--- src/rtl/hsv_pkg.sv ---
// shared types and constants for the hsv to rgb converter
package hsv_pkg;

  localparam int unsigned HueW  = 15;
  localparam int unsigned FixW  = 17;
  localparam int unsigned ChanW = 8;
  localparam int unsigned FracW = 12;
  localparam int unsigned InnW  = 28;

  localparam logic [HueW-1:0]  FullTurn   = 15'd23040;
  localparam logic [FracW-1:0] SectorSpan = 12'd3840;
  localparam logic [FixW-1:0]  FixOne     = 17'd65536;
  localparam logic [InnW:0]    InnerFull  = 29'd251658240;
  localparam logic [12:0]      Recip15    = 13'd4370;

  typedef enum logic [2:0] {
    SEC_RED_YEL = 3'd0,
    SEC_YEL_GRN = 3'd1,
    SEC_GRN_CYN = 3'd2,
    SEC_CYN_BLU = 3'd3,
    SEC_BLU_MAG = 3'd4,
    SEC_MAG_RED = 3'd5
  } sector_e;

  typedef struct packed {
    logic [HueW-1:0] hue;
    logic [FixW-1:0] saturation;
    logic [FixW-1:0] brightness;
  } hsv_in_t;

  typedef struct packed {
    logic [ChanW-1:0] red;
    logic [ChanW-1:0] green;
    logic [ChanW-1:0] blue;
  } rgb_out_t;

  typedef struct packed {
    sector_e          sector;
    logic [FracW-1:0] frac;
    logic [FixW-1:0]  sat;
    logic [FixW-1:0]  val;
  } hsv_work_t;

endpackage

--- src/rtl/hsv_front.sv ---
// front stage: clamps saturation and brightness, zeroes an out-of-range hue and splits hue into sector and fraction
module hsv_front import hsv_pkg::*; (
  input  logic      clk_i,
  input  logic      rst_ni,
  input  logic      push_i,
  input  hsv_in_t   data_i,
  output logic      full_o,
  output logic      valid_o,
  output hsv_work_t work_o,
  input  logic      full_i
);

  logic            fv_q, fv_d;
  hsv_work_t       work_q, work_d;
  logic            adv;
  logic [HueW-1:0] hue_eff;
  logic [HueW-1:0] base;
  sector_e         sector;

  assign adv    = !fv_q || !full_i;
  assign full_o = !adv;

  always_comb begin
    hue_eff = (data_i.hue >= FullTurn) ? '0 : data_i.hue;
    priority if (hue_eff < 15'd3840) begin
      sector = SEC_RED_YEL;
      base   = 15'd0;
    end else if (hue_eff < 15'd7680) begin
      sector = SEC_YEL_GRN;
      base   = 15'd3840;
    end else if (hue_eff < 15'd11520) begin
      sector = SEC_GRN_CYN;
      base   = 15'd7680;
    end else if (hue_eff < 15'd15360) begin
      sector = SEC_CYN_BLU;
      base   = 15'd11520;
    end else if (hue_eff < 15'd19200) begin
      sector = SEC_BLU_MAG;
      base   = 15'd15360;
    end else begin
      sector = SEC_MAG_RED;
      base   = 15'd19200;
    end
    work_d.sector = sector;
    work_d.frac   = FracW'(hue_eff - base);
    work_d.sat    = (data_i.saturation > FixOne) ? FixOne : data_i.saturation;
    work_d.val    = (data_i.brightness > FixOne) ? FixOne : data_i.brightness;
  end

  always_comb begin
    fv_d = fv_q;
    if (adv) begin
      fv_d = push_i;
    end
  end

  always_ff @(posedge clk_i or negedge rst_ni) begin
    if (!rst_ni) begin
      fv_q <= 1'b0;
    end else begin
      fv_q <= fv_d;
    end
  end

  always_ff @(posedge clk_i) begin
    if (adv && push_i) begin
      work_q <= work_d;
    end
  end

  assign valid_o = fv_q;
  assign work_o  = work_q;

endmodule

--- src/rtl/hsv_queue.sv ---
// short fall-through queue between front and back
module hsv_queue import hsv_pkg::*; #(
  parameter int unsigned DEPTH = 4
) (
  input  logic      clk_i,
  input  logic      rst_ni,
  input  logic      push_i,
  input  hsv_work_t data_i,
  output logic      full_o,
  input  logic      pop_i,
  output hsv_work_t data_o,
  output logic      empty_o
);

  localparam int unsigned PtrW = (DEPTH > 1) ? $clog2(DEPTH) : 1;
  localparam int unsigned CntW = $clog2(DEPTH + 1);
  localparam logic [PtrW-1:0] LastPtr = PtrW'(DEPTH - 1);
  localparam logic [CntW-1:0] FullCnt = CntW'(DEPTH);

  hsv_work_t       mem [DEPTH];
  logic [PtrW-1:0] wr_q, wr_d, rd_q, rd_d;
  logic [CntW-1:0] cnt_q, cnt_d;
  logic            do_push, do_pop;

  assign full_o  = (cnt_q == FullCnt);
  assign empty_o = (cnt_q == '0);
  assign do_push = push_i && !full_o;
  assign do_pop  = pop_i && !empty_o;
  assign data_o  = mem[rd_q];

  always_comb begin
    wr_d  = wr_q;
    rd_d  = rd_q;
    cnt_d = cnt_q;
    if (do_push) begin
      wr_d = (wr_q == LastPtr) ? '0 : wr_q + 1'b1;
    end
    if (do_pop) begin
      rd_d = (rd_q == LastPtr) ? '0 : rd_q + 1'b1;
    end
    if (do_push && !do_pop) begin
      cnt_d = cnt_q + 1'b1;
    end else if (do_pop && !do_push) begin
      cnt_d = cnt_q - 1'b1;
    end
  end

  always_ff @(posedge clk_i or negedge rst_ni) begin
    if (!rst_ni) begin
      wr_q  <= '0;
      rd_q  <= '0;
      cnt_q <= '0;
    end else begin
      wr_q  <= wr_d;
      rd_q  <= rd_d;
      cnt_q <= cnt_d;
    end
  end

  always_ff @(posedge clk_i) begin
    if (do_push) begin
      mem[wr_q] <= data_i;
    end
  end

  a_cnt_bound: assert property (@(posedge clk_i) disable iff (!rst_ni)
    cnt_q <= FullCnt)
    else $error("queue count beyond depth");

  a_cnt_up: assert property (@(posedge clk_i) disable iff (!rst_ni)
    (do_push && !do_pop) |=> (cnt_q == $past(cnt_q) + 1'b1))
    else $error("queue count missed a push");

  a_cnt_down: assert property (@(posedge clk_i) disable iff (!rst_ni)
    (do_pop && !do_push) |=> (cnt_q == $past(cnt_q) - 1'b1))
    else $error("queue count missed a pop");

endmodule

--- src/rtl/hsv_back.sv ---
// back pipeline: forms p, q and t terms and places them into channels, or gives grey for zero saturation
module hsv_back import hsv_pkg::*; (
  input  logic      clk_i,
  input  logic      rst_ni,
  input  logic      valid_i,
  input  hsv_work_t data_i,
  output logic      take_o,
  output logic      empty_o,
  output rgb_out_t  data_o,
  input  logic      pop_i
);

  logic en;
  logic v1_q, v2_q, v3_q, v4_q;

  // stage 1
  logic [InnW-1:0]  inq1_q, inq1_d, int1_q, int1_d;
  logic [32:0]      pv1_q, pv1_d;
  logic [FixW-1:0]  val1_q;
  logic [ChanW-1:0] vv1_q, vv1_d;
  sector_e          sec1_q;
  logic             zero1_q;
  logic [InnW:0]    sfq, sft;
  logic [FracW-1:0] ft;
  logic [24:0]      v255;

  // stage 2
  logic [44:0]      nq2_q, nq2_d, nt2_q, nt2_d;
  logic [ChanW-1:0] p2_q, p2_d, vv2_q;
  sector_e          sec2_q;
  logic             zero2_q;
  logic [40:0]      pv255;

  // stage 3
  logic [FracW-1:0] xq3_q, xq3_d, xt3_q, xt3_d;
  logic [ChanW-1:0] p3_q, vv3_q;
  sector_e          sec3_q;
  logic             zero3_q;
  logic [52:0]      nq255, nt255;

  // stage 4
  logic [24:0]      qq, tt;
  logic [ChanW-1:0] q4, t4;
  rgb_out_t         out_q, out_d;
  logic             zero4_q;

  assign en      = !v4_q || pop_i;
  assign take_o  = en && valid_i;
  assign empty_o = !v4_q;
  assign data_o  = out_q;

  always_comb begin
    sfq    = 29'(data_i.sat) * 29'(data_i.frac);
    ft     = SectorSpan - data_i.frac;
    sft    = 29'(data_i.sat) * 29'(ft);
    inq1_d = InnW'(InnerFull - sfq);
    int1_d = InnW'(InnerFull - sft);
    pv1_d  = 33'(data_i.val) * 33'(FixOne - data_i.sat);
    v255   = {data_i.val, 8'b0} - 25'(data_i.val);
    vv1_d  = v255[23:16];
  end

  always_comb begin
    nq2_d = 45'(val1_q) * 45'(inq1_q);
    nt2_d = 45'(val1_q) * 45'(int1_q);
    pv255 = {pv1_q, 8'b0} - 41'(pv1_q);
    p2_d  = pv255[39:32];
  end

  always_comb begin
    nq255 = {nq2_q, 8'b0} - 53'(nq2_q);
    nt255 = {nt2_q, 8'b0} - 53'(nt2_q);
    xq3_d = nq255[51:40];
    xt3_d = nt255[51:40];
  end

  always_comb begin
    qq = 25'(xq3_q) * 25'(Recip15);
    tt = 25'(xt3_q) * 25'(Recip15);
    q4 = qq[23:16];
    t4 = tt[23:16];
    if (zero3_q) begin
      out_d = '{red: vv3_q, green: vv3_q, blue: vv3_q};
    end else begin
      unique case (sec3_q)
        SEC_RED_YEL: out_d = '{red: vv3_q, green: t4,    blue: p3_q};
        SEC_YEL_GRN: out_d = '{red: q4,    green: vv3_q, blue: p3_q};
        SEC_GRN_CYN: out_d = '{red: p3_q,  green: vv3_q, blue: t4};
        SEC_CYN_BLU: out_d = '{red: p3_q,  green: q4,    blue: vv3_q};
        SEC_BLU_MAG: out_d = '{red: t4,    green: p3_q,  blue: vv3_q};
        default:     out_d = '{red: vv3_q, green: p3_q,  blue: q4};
      endcase
    end
  end

  always_ff @(posedge clk_i or negedge rst_ni) begin
    if (!rst_ni) begin
      v1_q <= 1'b0;
      v2_q <= 1'b0;
      v3_q <= 1'b0;
      v4_q <= 1'b0;
    end else if (en) begin
      v1_q <= valid_i;
      v2_q <= v1_q;
      v3_q <= v2_q;
      v4_q <= v3_q;
    end
  end

  always_ff @(posedge clk_i) begin
    if (en) begin
      inq1_q  <= inq1_d;
      int1_q  <= int1_d;
      pv1_q   <= pv1_d;
      val1_q  <= data_i.val;
      vv1_q   <= vv1_d;
      sec1_q  <= data_i.sector;
      zero1_q <= (data_i.sat == '0);
      nq2_q   <= nq2_d;
      nt2_q   <= nt2_d;
      p2_q    <= p2_d;
      vv2_q   <= vv1_q;
      sec2_q  <= sec1_q;
      zero2_q <= zero1_q;
      xq3_q   <= xq3_d;
      xt3_q   <= xt3_d;
      p3_q    <= p2_q;
      vv3_q   <= vv2_q;
      sec3_q  <= sec2_q;
      zero3_q <= zero2_q;
      out_q   <= out_d;
      zero4_q <= zero3_q;
    end
  end

  a_grey: assert property (@(posedge clk_i) disable iff (!rst_ni)
    (v4_q && zero4_q) |-> (out_q.red == out_q.green && out_q.green == out_q.blue))
    else $error("zero saturation beat is not grey");

  a_hold: assert property (@(posedge clk_i) disable iff (!rst_ni)
    (v4_q && !pop_i) |=> (v4_q && $stable(out_q)))
    else $error("waiting result beat changed");

  a_inner: assert property (@(posedge clk_i) disable iff (!rst_ni)
    v1_q |-> (29'(inq1_q) <= InnerFull && 29'(int1_q) <= InnerFull))
    else $error("fraction term out of range");

  a_frac: assert property (@(posedge clk_i) disable iff (!rst_ni)
    v3_q |-> (xq3_q < 12'(SectorSpan) && xt3_q < 12'(SectorSpan)))
    else $error("scaled term above sector span");

endmodule

--- src/rtl/hsv_to_rgb_converter.sv ---
// top level of the hsv to rgb converter
// path: an accepted push beat passes the front register, the queue and the back stages to the result beat on out_o
// throughput: one beat per cycle while the result beats are popped, set by the fully pipelined back multipliers
// a queue of QUEUE_DEPTH beats between front and back absorbs output stalls
// reset: rst_ni asynchronous active low, clears all valid flags and queue pointers
module hsv_to_rgb_converter import hsv_pkg::*; #(
  parameter int unsigned QUEUE_DEPTH = 4
) (
  input  logic     clk_i,
  input  logic     rst_ni,
  input  logic     push,
  output logic     full,
  input  hsv_in_t  in_i,
  output logic     empty,
  input  logic     pop,
  output rgb_out_t out_o
);

  logic      fr_valid, q_full, q_empty, bk_take;
  hsv_work_t fr_work, q_work;

  hsv_front u_front (
    .clk_i   (clk_i),
    .rst_ni  (rst_ni),
    .push_i  (push),
    .data_i  (in_i),
    .full_o  (full),
    .valid_o (fr_valid),
    .work_o  (fr_work),
    .full_i  (q_full)
  );

  hsv_queue #(
    .DEPTH (QUEUE_DEPTH)
  ) u_queue (
    .clk_i   (clk_i),
    .rst_ni  (rst_ni),
    .push_i  (fr_valid),
    .data_i  (fr_work),
    .full_o  (q_full),
    .pop_i   (bk_take),
    .data_o  (q_work),
    .empty_o (q_empty)
  );

  hsv_back u_back (
    .clk_i   (clk_i),
    .rst_ni  (rst_ni),
    .valid_i (!q_empty),
    .data_i  (q_work),
    .take_o  (bk_take),
    .empty_o (empty),
    .data_o  (out_o),
    .pop_i   (pop)
  );

endmodule
--- config.mk ---
export PLATFORM = sky130hd
export DESIGN_NAME = hsv_to_rgb_converter
export DESIGN_NICKNAME = d
export VERILOG_FILES = /design/src/rtl/hsv_pkg.sv /design/src/rtl/hsv_front.sv /design/src/rtl/hsv_queue.sv /design/src/rtl/hsv_back.sv /design/src/rtl/hsv_to_rgb_converter.sv
export SDC_FILE = /design/constraint.sdc
export NUM_CORES = 2
export LEC_CHECK = 0
export BUFFER_PORTS_ARGS = -buffer_cell sky130_fd_sc_hd__buf_2
export CAP_MARGIN = 10
export CORE_MARGIN = 3
export CORE_UTILIZATION = 40
export CTS_BUF_LIST = sky130_fd_sc_hd__clkbuf_2
export DETAILED_ROUTE_END_ITERATION = 8
export PLACE_DENSITY_LB_ADDON = 0.2
export SKIP_CTS_REPAIR_TIMING = 1
export SLEW_MARGIN = 40
export SYNTH_ARGS = -nofsm -noshare
export SYNTH_HDL_FRONTEND = slang
export SYNTH_SLANG_ARGS = --single-unit
--- constraint.sdc ---
create_clock -name clk_i -period 9.8 [get_ports clk_i]
set_input_delay 0.98 -clock clk_i [delete_from_list [all_inputs] [get_ports clk_i]]
set_output_delay 0.98 -clock clk_i [all_outputs]
set_load 0.01 [all_outputs]
==> run_summary.xml <==
<?xml version="1.0" encoding="UTF-8"?>
<metrics>
  <group name="status">
    <metric name="outcome" unit="">completed</metric>
  </group>
  <group name="timing">
    <metric name="report.final.hold_viol_count" unit="">0</metric>
    <metric name="finalSetupViolCount" unit="">0</metric>
    <metric name="timing.hold.ws" unit="ns">0.1257</metric>
    <metric name="finalWorstPathRequiredPeriod" unit="ns">9.089</metric>
    <metric name="max_slew_margin" unit="">0.2421</metric>
    <metric name="maxSlewViolCount" unit="">0</metric>
    <metric name="fmax" unit="GHz">0.1100</metric>
    <metric name="fin_crit_sh" unit="">0.9275</metric>
    <metric name="worst_clock_skew" unit="ns">0.1513</metric>
    <metric name="finalSetupTns" unit="ns">0</metric>
    <metric name="rsz0062_at_grt" unit="">false</metric>
    <metric name="timing_worst_slew_pin_value" unit="ns">1.137</metric>
  </group>
  <group name="placed_design">
    <metric name="place_inst" unit="">10820</metric>
    <metric name="buffer_ports.inserted" unit="">78</metric>
    <metric name="place_congestion" unit="">0.9282</metric>
    <metric name="hpwl" unit="mm">177.8</metric>
  </group>
  <group name="floorplan">
    <metric name="floorplan.rows" unit="">164</metric>
    <metric name="die_area" unit="sq mm">0.2071</metric>
    <metric name="die_w" unit="um">455.1</metric>
    <metric name="chipHeight" unit="um">455.1</metric>
    <metric name="coreArea" unit="sq mm">0.2001</metric>
    <metric name="start_util" unit="">0.4032</metric>
    <metric name="i_o_pin_total" unit="">79</metric>
  </group>
  <group name="global_routing">
    <metric name="grt_pass1_wl" unit="mm">349.3</metric>
    <metric name="via_count_of_the_first_global_routing_pass" unit="">60860</metric>
    <metric name="antenna_found_initial" unit="">5</metric>
    <metric name="grt_max_degree" unit="">142</metric>
    <metric name="grtUsageTotal" unit="">0.2189</metric>
    <metric name="grt_overflow" unit="">0</metric>
  </group>
  <group name="worst_setup_path">
    <metric name="critical_path_peak_fanout" unit="">22</metric>
    <metric name="worst-r2r-setup-slack" unit="ns">0.71</metric>
    <metric name="crit_required" unit="ns">11.11</metric>
    <metric name="critical_path.startpoint_type" unit="">flop</metric>
    <metric name="arrival" unit="ns">10.40</metric>
    <metric name="critical_path.endpoint_type" unit="">flop</metric>
    <metric name="timing.critical_path.mode_cell" unit="">fa_1</metric>
    <metric name="crit_path_top_delay_cell" unit="">dfrtp_4</metric>
    <metric name="critPathMaxStageDelay" unit="ns">0.64</metric>
    <metric name="worst-setup-path-type" unit="">flop to flop</metric>
  </group>
  <group name="logic_synthesis">
    <metric name="netlist_top_cells_area" unit="">fa_1 34%, edfxtp_1 20%, ha_1 11%</metric>
    <metric name="synth_largest_type_area_fraction" unit="">0.3447</metric>
    <metric name="yosys_warnings" unit="">0</metric>
    <metric name="synth_largest_area_cell" unit="">fa_1</metric>
    <metric name="area_of_the_mapped_netlist" unit="sq mm">0.08067</metric>
    <metric name="synthesized_area_per_cell" unit="sq um">9.769</metric>
    <metric name="netlist_instances" unit="">8258</metric>
    <metric name="asyncSetResetFlopFracSynth" unit="">0.02178</metric>
    <metric name="yosysMostFrequentCell" unit="">inv_1</metric>
    <metric name="synthesis.nets" unit="">10410</metric>
    <metric name="synth.top_cells.by_count" unit="">1,836 x inv_1, 1,389 x fa_1, 1,060 x nand2_1</metric>
    <metric name="synth_seq_area_share" unit="">0.2043</metric>
    <metric name="synth_enable_flop_cells" unit="">539</metric>
    <metric name="yosys_register_bits" unit="">551</metric>
    <metric name="synth_flop_cell" unit="">edfxtp_1</metric>
    <metric name="synth_cell_type_count" unit="">89</metric>
  </group>
  <group name="layout">
    <metric name="final_cell_count_no_fill" unit="">11190</metric>
    <metric name="drive_above_1_share" unit="">0.07302</metric>
    <metric name="nFillCells" unit="">19530</metric>
    <metric name="syn_to_final_growth" unit="%">7.541</metric>
    <metric name="register_area" unit="sq mm">0.01649</metric>
    <metric name="multiInputGateArea" unit="sq mm">0.05609</metric>
    <metric name="final_net_count" unit="">10540</metric>
  </group>
  <group name="cts">
    <metric name="insertion_delay" unit="ns">1.63</metric>
    <metric name="cts_made_buffers" unit="">157</metric>
    <metric name="clockRootBuffer" unit="">clkbuf_2</metric>
    <metric name="clkSinkCount" unit="">551</metric>
    <metric name="maximum_clock_path_buffer_count" unit="">3</metric>
    <metric name="cts.reportedPaths.clkPinSlew" unit="ns">0.10</metric>
    <metric name="tritoncts_clock_tree" unit="">yes</metric>
    <metric name="cts_max_level" unit="">4</metric>
  </group>
  <group name="hold_path">
    <metric name="hold_path_class" unit="">primary input to flop</metric>
  </group>
  <group name="routing">
    <metric name="routed-via-count" unit="">57050</metric>
    <metric name="drt-vias-per-instance" unit="">5.101</metric>
    <metric name="wire_per_inst" unit="um">19.79</metric>
    <metric name="drc_errors" unit="">0</metric>
    <metric name="drtPass1Iterations" unit="">7</metric>
    <metric name="initialDrtViolationCount" unit="">3595</metric>
    <metric name="ant_nets" unit="">0</metric>
    <metric name="routed_wl" unit="mm">221.4</metric>
  </group>
  <group name="run">
    <metric name="max_cap_violations" unit="">0</metric>
  </group>
</metrics>
[routing by layer]
layer	global-route usage	vias to the layer above	share of wire
met3	0.03489	317	0.061
met1	0.3021	29150	0.44
met4	0.07059	0	0.032
li1	-	25950	-
met5	0	-	0
met2	0.3534	1633	0.46
[flip-flops by register name, indices dropped and copies added, names as in the netlist, 17 cells and up]
register	cells
u_queue.mem	196
u_front.work_o	49
u_back.nt2_q	45
u_back.nq2_q	44
u_back.pv1_q	33
u_back.int1_q	28
u_back.inq1_q	27
u_back.data_o	24
u_back.val1_q	17
[stage by stage]
stage               area [sq um]  utilization  setup slack (ns)
global placement           84380       0.4217            0.8302
detailed placement         84510       0.4224            0.7315
floorplan                  80680            -            0.8349
finish                     86760       0.4336            0.7106
global route               86760       0.4336            0.1698
CTS                        86030       0.4300            0.7464
[worst paths after layout]
kind,cells after the start,endpoint,from
max,29,u_back.pv1_q[32]$_DFFE_PN_,u_queue.rd_q[0]$_DFFE_PN0P_
min,3,u_back.v4_q$_DFFE_PN0N_,pop
max reg2reg,29,u_back.pv1_q[32]$_DFFE_PN_,u_queue.rd_q[0]$_DFFE_PN0P_
min reg2reg,0,u_back.p3_q[7]$_DFFE_PN_,u_back.p2_q[7]$_DFFE_PN_
max in group asynchronous,3,u_queue.rd_q[0]$_DFFE_PN0P_,rst_ni
min in group asynchronous,3,u_queue.wr_q[1]$_DFFE_PN0P_,rst_ni
[layout make-up]
class,count,area share
antenna,11,0.0003173
clock buffer,198,0.01142
clock inverter,90,0.006043
inverter,1839,0.07956
multi-input combinational,5539,0.6466
sequential,551,0.1901
tap,2656,0.03830
timing repair buffer,301,0.02769
[worst max-delay path: cells and delay by family (launching register included)]
kind                     cells  cell delay [ns]
AO/OA/AOI/OAI                7             1.27
XOR/XNOR                     1             0.08
adder cells (fa/ha/maj)      9             4.01
buffers and inverters        4             0.41
flip-flops                   1             0.64
multiplexers                 1             0.61
AND/OR/NAND/NOR              7             1.81
[placed cells by master (no fill, tap or decap), drive strengths merged, types with 26 or more instances in the layout]
cell / count
a211oi: 27
mux2i: 57
nand2b: 50
mux2: 41
nor3: 50
and2: 339
inv: 1843
nor2: 527
xnor2: 199
nor2b: 67
nand2: 1060
ha: 708
fa: 1389
dlygate4sd3: 56
a21o: 103
nand3: 54
o21bai: 26
buf: 245
o21ai: 153
xor2: 62
edfxtp: 539
clkinv: 82
a21oi: 188
clkbuf: 198
o21a: 55
and3: 34
[kinds of logic (layout without fill, tap and decap cells)]
kind of cell	Yosys count	count (layout)	share of synthesized area
AOI/OAI and AO/OA	752	752	0.06166
xor gates and xnor gates	261	261	0.02852
adders and majority gates	2101	2101	0.4550
buffers and inverters	2168	2428	0.1021
DFF	551	551	0.2043
muxes	121	121	0.01922
other	0	11	0
and+or+nand+nor	2304	2304	0.1292
Power is left out: the tool's default activity adds up to more than one toggle a clock period on the data nets, which glitch-free logic cannot reach.
